--- src/rtl/pqsm_pkg.sv ---
// ----------------------------------------------------------------------------
// pqsm_pkg: shared types and constants of the stable max priority queue
// Entry, scan token and per-cell control types plus status codes.
// ----------------------------------------------------------------------------
package pqsm_pkg;

    localparam int VAL_W            = 16;
    localparam int PRI_W            = 4;
    localparam int STATUS_W         = 2;
    localparam int DEFAULT_CAPACITY = 16;

    localparam logic [STATUS_W-1:0] ST_INSERTED = 2'd0;
    localparam logic [STATUS_W-1:0] ST_SERVED   = 2'd1;
    localparam logic [STATUS_W-1:0] ST_EMPTY    = 2'd2;
    localparam logic [STATUS_W-1:0] ST_FULL     = 2'd3;

    localparam logic REQ_INSERT = 1'b0;
    localparam logic REQ_SERVE  = 1'b1;

    typedef struct packed {
        logic [VAL_W-1:0] val;
        logic [PRI_W-1:0] pri;
    } entry_t;

    // Running best candidate that walks down the row of cells.
    typedef struct packed {
        logic   valid;
        logic   found;
        entry_t best;
    } token_t;

    typedef struct packed {
        logic   insert;
        logic   remove;
        entry_t ins_entry;
    } cell_ctrl_t;

endpackage

--- src/rtl/pqsm_cell.sv ---
// ----------------------------------------------------------------------------
// pqsm_cell: one slot of the queue
// Holds one entry, updates the passing scan token, and shifts toward the head.
// ----------------------------------------------------------------------------
module pqsm_cell
    import pqsm_pkg::*;
#(
    parameter int INDEX = 0,
    parameter int IDX_W = 4,
    parameter int CNT_W = 5
) (
    input  logic             aclk,
    input  logic             aresetn,
    input  token_t           token_i,
    input  logic [IDX_W-1:0] idx_i,
    output token_t           token_o,
    output logic [IDX_W-1:0] idx_o,
    input  cell_ctrl_t       ctrl_i,
    input  logic [CNT_W-1:0] count_i,
    input  logic [IDX_W-1:0] best_idx_i,
    input  entry_t           next_entry_i,
    output entry_t           entry_o
);

    localparam logic [CNT_W-1:0] MY_POS = CNT_W'(INDEX);
    localparam logic [IDX_W-1:0] MY_IDX = IDX_W'(INDEX);

    entry_t           entry_reg;
    token_t           token_reg;
    token_t           token_next;
    logic [IDX_W-1:0] idx_reg;
    logic [IDX_W-1:0] idx_next;
    logic             occupied;
    logic             take;

    assign occupied = (MY_POS < count_i);
    // Strict compare keeps the older entry on a tie.
    assign take = token_i.valid && occupied &&
                  (!token_i.found || (entry_reg.pri > token_i.best.pri));

    always_comb begin
        token_next       = token_i;
        token_next.found = token_i.found | take;
        token_next.best  = take ? entry_reg : token_i.best;
        idx_next         = take ? MY_IDX : idx_i;
    end

    always_ff @(posedge aclk) begin
        if (!aresetn) begin
            token_reg.valid <= 1'b0;
        end else begin
            token_reg <= token_next;
        end
        idx_reg <= idx_next;
    end

    always_ff @(posedge aclk) begin
        if (ctrl_i.remove && (MY_IDX >= best_idx_i)) begin
            entry_reg <= next_entry_i;
        end else if (ctrl_i.insert && (count_i == MY_POS)) begin
            entry_reg <= ctrl_i.ins_entry;
        end
    end

    assign token_o = token_reg;
    assign idx_o   = idx_reg;
    assign entry_o = entry_reg;

endmodule

--- src/rtl/priority_queue_stable_max.sv ---
// ----------------------------------------------------------------------------
// priority_queue_stable_max: bounded priority queue with oldest-first ties
// A row of cells keeps entries in arrival order; a serve scans the row for
// the highest priority and closes the gap behind the chosen entry.
// ----------------------------------------------------------------------------
//
//  Channel | Direction | tdata (low bit up)                  | tuser
//  --------+-----------+-------------------------------------+------------------
//  s_      | in        | item_value[15:0], item_priority[19:16] | req_type[0]
//  m_      | out       | served_value[15:0], served_priority[19:16] | status[1:0]
//
// An insert, a serve on an empty queue and an insert on a full queue are
// answered from the result register in the cycle after acceptance. A serve on
// a non-empty queue sends the scan token down the row of cells one cell per
// cycle; when it leaves the last cell the winner is removed and the result
// register is loaded. Reset (aresetn low, synchronous) empties the queue and
// clears the result valid flag. While a result waits in the output register the
// block accepts a new transaction only if m_tready takes it in the same cycle.
module priority_queue_stable_max
    import pqsm_pkg::*;
#(
    parameter int CAPACITY = DEFAULT_CAPACITY
) (
    input  logic        aclk,
    input  logic        aresetn,
    input  logic        s_tvalid,
    output logic        s_tready,
    input  logic [23:0] s_tdata,   // item_value[15:0], item_priority[19:16], zero pad
    input  logic [0:0]  s_tuser,   // req_type[0]
    output logic        m_tvalid,
    input  logic        m_tready,
    output logic [23:0] m_tdata,   // served_value[15:0], served_priority[19:16], zero pad
    output logic [1:0]  m_tuser    // status[1:0]
);

    localparam int IDX_W = (CAPACITY > 1) ? $clog2(CAPACITY) : 1;
    localparam int CNT_W = $clog2(CAPACITY + 1);
    localparam logic [CNT_W-1:0] CNT_FULL = CNT_W'(CAPACITY);

    // Controller states.
    localparam logic ST_IDLE = 1'b0;
    localparam logic ST_SCAN = 1'b1;

    logic                state_reg, state_next;
    logic [CNT_W-1:0]    count_reg, count_next;
    logic                m_valid_reg, m_valid_next;
    logic [STATUS_W-1:0] m_status_reg, m_status_next;
    entry_t              m_entry_reg, m_entry_next;

    token_t              tok   [CAPACITY+1];
    logic [IDX_W-1:0]    idx   [CAPACITY+1];
    entry_t              entry [CAPACITY];
    cell_ctrl_t          ctrl;

    logic accept, is_serve, full, empty, start, done;

    assign s_tready = (state_reg == ST_IDLE) && (!m_valid_reg || m_tready);
    assign accept   = s_tvalid && s_tready;
    assign is_serve = (s_tuser[0] == REQ_SERVE);
    assign full     = (count_reg == CNT_FULL);
    assign empty    = (count_reg == '0);
    assign start    = accept && is_serve && !empty;
    // The token leaves the last cell carrying the oldest highest-priority entry.
    assign done     = (state_reg == ST_SCAN) && tok[CAPACITY].valid;

    // Head of the chain: a fresh token with no candidate yet.
    assign tok[0] = '{valid: start, found: 1'b0, best: '0};
    assign idx[0] = '0;

    assign ctrl.insert        = accept && !is_serve && !full;
    assign ctrl.remove        = done;
    assign ctrl.ins_entry.val = s_tdata[VAL_W-1:0];
    assign ctrl.ins_entry.pri = s_tdata[VAL_W+PRI_W-1:VAL_W];

    for (genvar i = 0; i < CAPACITY; i++) begin : g_cell
        entry_t next_entry;
        if (i < CAPACITY - 1) begin : g_mid
            assign next_entry = entry[i+1];
        end else begin : g_last
            assign next_entry = entry[i];
        end

        pqsm_cell #(
            .INDEX (i),
            .IDX_W (IDX_W),
            .CNT_W (CNT_W)
        ) u_cell (
            .aclk         (aclk),
            .aresetn      (aresetn),
            .token_i      (tok[i]),
            .idx_i        (idx[i]),
            .token_o      (tok[i+1]),
            .idx_o        (idx[i+1]),
            .ctrl_i       (ctrl),
            .count_i      (count_reg),
            .best_idx_i   (idx[CAPACITY]),
            .next_entry_i (next_entry),
            .entry_o      (entry[i])
        );
    end

    always_comb begin
        state_next    = state_reg;
        count_next    = count_reg;
        m_valid_next  = m_valid_reg && !m_tready;
        m_status_next = m_status_reg;
        m_entry_next  = m_entry_reg;

        if (start) begin
            state_next = ST_SCAN;
        end else if (accept) begin
            // Every request other than a serve on a non-empty queue answers at once.
            m_valid_next  = 1'b1;
            m_entry_next  = '0;
            if (is_serve) begin
                m_status_next = ST_EMPTY;
            end else if (full) begin
                m_status_next = ST_FULL;
            end else begin
                m_status_next = ST_INSERTED;
                count_next    = count_reg + 1'b1;
            end
        end

        if (done) begin
            state_next    = ST_IDLE;
            count_next    = count_reg - 1'b1;
            m_valid_next  = 1'b1;
            m_status_next = ST_SERVED;
            m_entry_next  = tok[CAPACITY].best;
        end
    end

    always_ff @(posedge aclk) begin
        if (!aresetn) begin
            state_reg   <= ST_IDLE;
            count_reg   <= '0;
            m_valid_reg <= 1'b0;
        end else begin
            state_reg   <= state_next;
            count_reg   <= count_next;
            m_valid_reg <= m_valid_next;
        end
        m_status_reg <= m_status_next;
        m_entry_reg  <= m_entry_next;
    end

    assign m_tvalid = m_valid_reg;
    assign m_tuser  = m_status_reg;
    assign m_tdata  = {{(24 - VAL_W - PRI_W){1'b0}}, m_entry_reg.pri, m_entry_reg.val};

`ifndef ASSERT_OFF
    a_count_bound: assert property (@(posedge aclk) disable iff (!aresetn)
        count_reg <= CNT_FULL)
        else $error("entry count above capacity");

    a_done_found: assert property (@(posedge aclk) disable iff (!aresetn)
        done |-> tok[CAPACITY].found)
        else $error("scan finished without a candidate");

    a_token_in_scan: assert property (@(posedge aclk) disable iff (!aresetn)
        tok[CAPACITY].valid |-> (state_reg == ST_SCAN))
        else $error("scan token outside a serve");

    a_insert_count: assert property (@(posedge aclk) disable iff (!aresetn)
        ctrl.insert |=> (count_reg == $past(count_reg) + 1'b1))
        else $error("insert did not grow the queue");

    a_serve_result: assert property (@(posedge aclk) disable iff (!aresetn)
        done |=> (m_tvalid && (m_tuser == ST_SERVED) && (state_reg == ST_IDLE)))
        else $error("serve result not presented");
`endif

endmodule
--- config.mk ---
export PLATFORM = sky130hd
export DESIGN_NAME = priority_queue_stable_max
export DESIGN_NICKNAME = d
export VERILOG_FILES = /design/src/rtl/pqsm_pkg.sv /design/src/rtl/pqsm_cell.sv /design/src/rtl/priority_queue_stable_max.sv
export SDC_FILE = /design/constraint.sdc
export NUM_CORES = 1
export LEC_CHECK = 0
export CAP_MARGIN = 20
export CORE_MARGIN = 4
export CORE_UTILIZATION = 30
export DETAILED_ROUTE_END_ITERATION = 10
export DONT_BUFFER_PORTS = 1
export GPL_TIMING_DRIVEN = 0
export HOLD_SLACK_MARGIN = 0.08
export PLACE_DENSITY = 0.55
export SYNTH_ARGS = -nofsm -noshare
export SYNTH_HDL_FRONTEND = slang
export SYNTH_SLANG_ARGS = --single-unit
--- constraint.sdc ---
create_clock -name aclk -period 3.73 [get_ports aclk]
set_clock_uncertainty 0.05 [all_clocks]
set_input_delay 0.373 -clock aclk [delete_from_list [all_inputs] [get_ports aclk]]
set_output_delay 0.373 -clock aclk [all_outputs]
set_load 0.005 [all_outputs]
==> flow_summary.html <==
<table>
<tr><th>Metric</th><th>Value</th></tr>
<tr><th colspan="2">Outcome</th></tr>
<tr><td>Outcome</td><td>complete, no violations</td></tr>
<tr><th colspan="2">Timing</th></tr>
<tr><td>Final period utilization</td><td>86.51%</td></tr>
<tr><td>Setup slack after layout</td><td>0.5030 ns</td></tr>
<tr><td>Hold slack final</td><td>0.1414 ns</td></tr>
<tr><td>Final count of negative-setup-slack endpoints</td><td>0</td></tr>
<tr><td>Fmax achieved</td><td>0.3099 GHz</td></tr>
<tr><td>Slew headroom</td><td>29.76%</td></tr>
<tr><td>Number of failing hold endpoints at the final stage</td><td>0</td></tr>
<tr><td>Setup repair after global routing missed its margin</td><td>no</td></tr>
<tr><td>Min Clock Period, post-route</td><td>3.227 ns</td></tr>
<tr><td>Max-slew violation total from the final report</td><td>0</td></tr>
<tr><td>Pin slew with the least headroom to its limit</td><td>1.051 ns</td></tr>
<tr><th colspan="2">Floorplan</th></tr>
<tr><td>Floorplan core area</td><td>107200 µm²</td></tr>
<tr><td>Die width</td><td>337.0 µm</td></tr>
<tr><td>Number of I/O pins</td><td>57</td></tr>
<tr><td>Die boundary height</td><td>337.0 µm</td></tr>
<tr><td>Site row count</td><td>120</td></tr>
<tr><td>Die Outline Area</td><td>113600 µm²</td></tr>
<tr><td>Initial cell density of the core</td><td>30.30%</td></tr>
<tr><th colspan="2">Drt</th></tr>
<tr><td>First drt pass iteration count</td><td>5</td></tr>
<tr><td>Post-DRT Antenna Nets</td><td>0</td></tr>
<tr><td>DRT Wirelength</td><td>71890 µm</td></tr>
<tr><td>Total via count after detailed routing</td><td>16230</td></tr>
<tr><td>Post-DR vias/cell</td><td>4.577</td></tr>
<tr><td>Total DRC errors in the routed layout</td><td>0</td></tr>
<tr><td>Routed length per instance</td><td>20.28 µm</td></tr>
<tr><td>Violation count after the first detailed-routing iteration</td><td>918</td></tr>
<tr><th colspan="2">Worst hold path</th></tr>
<tr><td>WHS Path Cells</td><td>1</td></tr>
<tr><td>Path type of the worst min-delay path</td><td>in -&gt; reg</td></tr>
<tr><td>Hold Path Origin</td><td>aresetn</td></tr>
<tr><th colspan="2">Setup path</th></tr>
<tr><td>Startpoint type of the worst setup path</td><td>flop</td></tr>
<tr><td>Cell class contributing the biggest share of worst-path delay</td><td>simple AND/OR/NAND/NOR gates</td></tr>
<tr><td>Beginning of the worst register-to-register path</td><td>state_reg$_SDFFE_PP0P_</td></tr>
<tr><td>Kind of critical path</td><td>reg -&gt; reg</td></tr>
<tr><td>Largest driver fanout on the critical path</td><td>10</td></tr>
<tr><td>Crit path required time</td><td>3.98 ns</td></tr>
<tr><td>Critical path cell sequence</td><td>nand2b_1, nor3_2, nand2_1, nor4_2, buf_4</td></tr>
<tr><td>Number of stages on the worst setup path</td><td>5</td></tr>
<tr><td>Endpoint kind of the worst setup timing path</td><td>flop</td></tr>
<tr><td>Critical path origin</td><td>state_reg$_SDFFE_PP0P_</td></tr>
<tr><td>Number of cells traversed by the worst register-to-register path</td><td>5</td></tr>
<tr><td>WP data arrival</td><td>3.48 ns</td></tr>
<tr><td>Critical path buffers and inverters</td><td>1</td></tr>
<tr><td>Maximum cell stage delay along the critical path</td><td>0.80 ns</td></tr>
<tr><td>Crit path max-delay cell type</td><td>nor4_2</td></tr>
<tr><th colspan="2">Global routing</th></tr>
<tr><td>First-pass GRT wire length</td><td>108000 µm</td></tr>
<tr><td>GR Layer Usage met1</td><td>16.48%</td></tr>
<tr><td>Global route overflow</td><td>0</td></tr>
<tr><td>Busiest grt layer</td><td>met2</td></tr>
<tr><td>Grt met3 use</td><td>2.426%</td></tr>
<tr><td>Vias in the first global route</td><td>17400</td></tr>
<tr><td>Pin count of the biggest net entering global routing</td><td>341</td></tr>
<tr><td>Number of antenna violations at the first check in global routing</td><td>2</td></tr>
<tr><td>Met2 demand-to-capacity share in global routing</td><td>20.41%</td></tr>
<tr><td>Overall track demand over capacity in global routing</td><td>12.34%</td></tr>
<tr><th colspan="2">CTS</th></tr>
<tr><td>Clock root cell</td><td>clkbuf_16</td></tr>
<tr><td>Clock transition at the registers of the reported paths</td><td>0.06 ns</td></tr>
<tr><td>Number of buffers inserted to repair setup after CTS</td><td>0</td></tr>
<tr><td>Latest clock arrival within the worst-skew pair</td><td>0.61 ns</td></tr>
<tr><td>Num CTS Buffers</td><td>81</td></tr>
<tr><td>CTS H-Tree Depth</td><td>3</td></tr>
<tr><td>Worst-case clock buffer depth</td><td>3</td></tr>
<tr><td>Clock Sinks</td><td>749</td></tr>
<tr><td>Clock tree from TritonCTS</td><td>built</td></tr>
<tr><th colspan="2">Layout</th></tr>
<tr><td>Syn-to-layout area delta</td><td>15.37%</td></tr>
<tr><td>Fill cell total of the finished layout</td><td>10220</td></tr>
<tr><td>Flip-flop count of the largest register, all copies and words added</td><td>351</td></tr>
<tr><td>Final net count</td><td>2168</td></tr>
<tr><td>Fraction of layout instances using a drive strength above 1</td><td>35.97%</td></tr>
<tr><th colspan="2">Synth</th></tr>
<tr><td>Gate Count Post-Synth</td><td>1939</td></tr>
<tr><td>Cell accounting for the most synthesized area</td><td>edfxtp_1</td></tr>
<tr><td>Number of enable-type register cells in the synthesized netlist</td><td>675</td></tr>
<tr><td>Most common flop cell mapped by yosys</td><td>edfxtp_1</td></tr>
<tr><td>Total of warnings raised by yosys</td><td>0</td></tr>
<tr><td>Area of the mapped netlist</td><td>32480 µm²</td></tr>
<tr><td>Fraction of the yosys area taken by sequential cells</td><td>66.97%</td></tr>
<tr><td>Post-synth ARST share</td><td>0%</td></tr>
<tr><td>Unique masters post-synth</td><td>71</td></tr>
<tr><td>Synthesized area per cell</td><td>16.75 µm²</td></tr>
<tr><td>Register bit total from synthesis</td><td>749</td></tr>
<tr><td>Top cell type's share of synthesized area</td><td>62.41%</td></tr>
<tr><td>Cell types with the largest area share after synthesis</td><td>edfxtp_1 (62%), mux2_2 (16%), dfxtp_1 (4.6%)</td></tr>
<tr><th colspan="2">Power and ir drop</th></tr>
<tr><td>Overall power after layout</td><td>17.92 mW</td></tr>
<tr><td>Pleak</td><td>13.52 nW</td></tr>
<tr><td>Cell Pwr Density</td><td>478.1 nW/µm²</td></tr>
<tr><td>IR drop worst, VDD</td><td>0.2880 mV</td></tr>
<tr><th colspan="2">Place</th></tr>
<tr><td>GPL Wtd Cong</td><td>0.8046</td></tr>
<tr><td>Dpl ws</td><td>0.3626 ns</td></tr>
<tr><td>Hpwl dp</td><td>47210 µm</td></tr>
<tr><td>Count of input and output buffers</td><td>0</td></tr>
<tr><th colspan="2">Flow run</th></tr>
<tr><td>Max Cap Violations</td><td>0</td></tr>
</table>
cells by family (layout without fill, tap and decap cells):
family	Yosys count	in the layout	synth area share, %
simple gates	255	255	4.627
buf+inv	175	371	2.631
mux	583	583	20.77
xor+xnor	5	5	0.1348
flops	749	749	66.97
other cells	1	8	0.01155
compound gates	106	106	2.354
fa+ha+maj	65	65	2.504
stage by stage:
step	utilization (%)	instances	setup TNS [ns]	instance area (µm²)
floorplan	-	1942	0	32490
global placement	31.94	3345	-212.86	34250
detailed placement	32.18	3359	0	34500
CTS	34.77	3532	0	37280
global route	34.95	3542	0	37460
finish	34.95	3545	0	37470
worst paths after layout:
| kind | endpoint | slack (ns) |
|---|---|---|
| max | g_cell[15].u_cell.entry_o[10]$_DFFE_PP_ | 0.50 |
| min | g_cell[6].u_cell.token_o[8]$_DFFE_PP_ | 0.14 |
| max reg2reg | g_cell[15].u_cell.entry_o[10]$_DFFE_PP_ | 0.50 |
| min reg2reg | g_cell[14].u_cell.idx_o[1]$_SDFF_PP1_ | 0.36 |
Yosys cell counts (3+ instances only):
| library cell | number |
|---|---|
| nand4b_1 | 4 |
| a31oi_1 | 3 |
| nor2b_1 | 19 |
| inv_1 | 73 |
| buf_6 | 8 |
| o21ai_1 | 9 |
| mux2_1 | 79 |
| buf_2 | 41 |
| xnor2_1 | 4 |
| clkbuf_1 | 28 |
| a21oi_1 | 7 |
| edfxtp_1 | 675 |
| o21ai_2 | 4 |
| nand2_1 | 48 |
| o211ai_1 | 10 |
| a211oi_1 | 4 |
| and2_1 | 55 |
| nor2_1 | 10 |
| mux2_4 | 48 |
| nor3_2 | 3 |
| ha_1 | 65 |
| buf_4 | 23 |
| a31o_2 | 4 |
| o21ai_0 | 36 |
| nand2b_1 | 34 |
| dfxtp_1 | 74 |
| a21o_1 | 5 |
| nand3_1 | 11 |
| and3_1 | 32 |
| or2_2 | 15 |
| mux2_2 | 456 |
layer usage:
metal  vias up  routed length (µm)  part of all wire (%)
met5         -                   0                     0
met4         0                1401                   1.9
met3        89                3684                   5.1
met2       331               34350                    48
met1      8185               32450                    45
li1       7621                   -                     -
power by group:
group	internal, mW	switching (mW)	total [mW]
Sequential	9.42	0.0888	9.51
Clock	4.38	3.29	7.67
Combinational	0.346	0.387	0.733
Total	14.1	3.77	17.9
worst register-to-register path: stages, from the launching register on:
cell,delay (ns)
dfxtp_1,0.51
nand2b_1,0.28
nor3_2,0.56
nand2_1,0.41
nor4_2,0.80
buf_4,0.32
layout make-up:
| type | instances | area [µm²] | area share, % |
|---|---|---|---|
| diodes | 4 | 10.01 | 0.02671 |
| plain buffers | 102 | 580.6 | 1.549 |
| clock buffers | 106 | 2243 | 5.987 |
| clock inverters | 41 | 269.0 | 0.7179 |
| inverters | 73 | 274.0 | 0.7313 |
| multi-input cells | 1018 | 9942 | 26.53 |
| flip-flops and latches | 749 | 21750 | 58.05 |
| well taps | 1403 | 1755 | 4.685 |
| repair buffers | 49 | 645.6 | 1.723 |
placed cells by master, fill, tap and decap left out, types with 34 or more instances in the layout:
| master | count |
|---|---|
| edfxtp_1 | 675 |
| mux2_4 | 48 |
| inv_1 | 73 |
| mux2_1 | 79 |
| and2_1 | 55 |
| ha_1 | 65 |
| clkbuf_16 | 83 |
| mux2_2 | 456 |
| nand2b_1 | 34 |
| clkbuf_1 | 43 |
| buf_2 | 41 |
| dfxtp_1 | 74 |
| nand2_1 | 48 |
timing repair:
item	in CTS	in global routing
hold buffers	26	8
gates resized for setup	0	0
hold endpoints to repair	460	42
(Power assumes the default switching activity.)
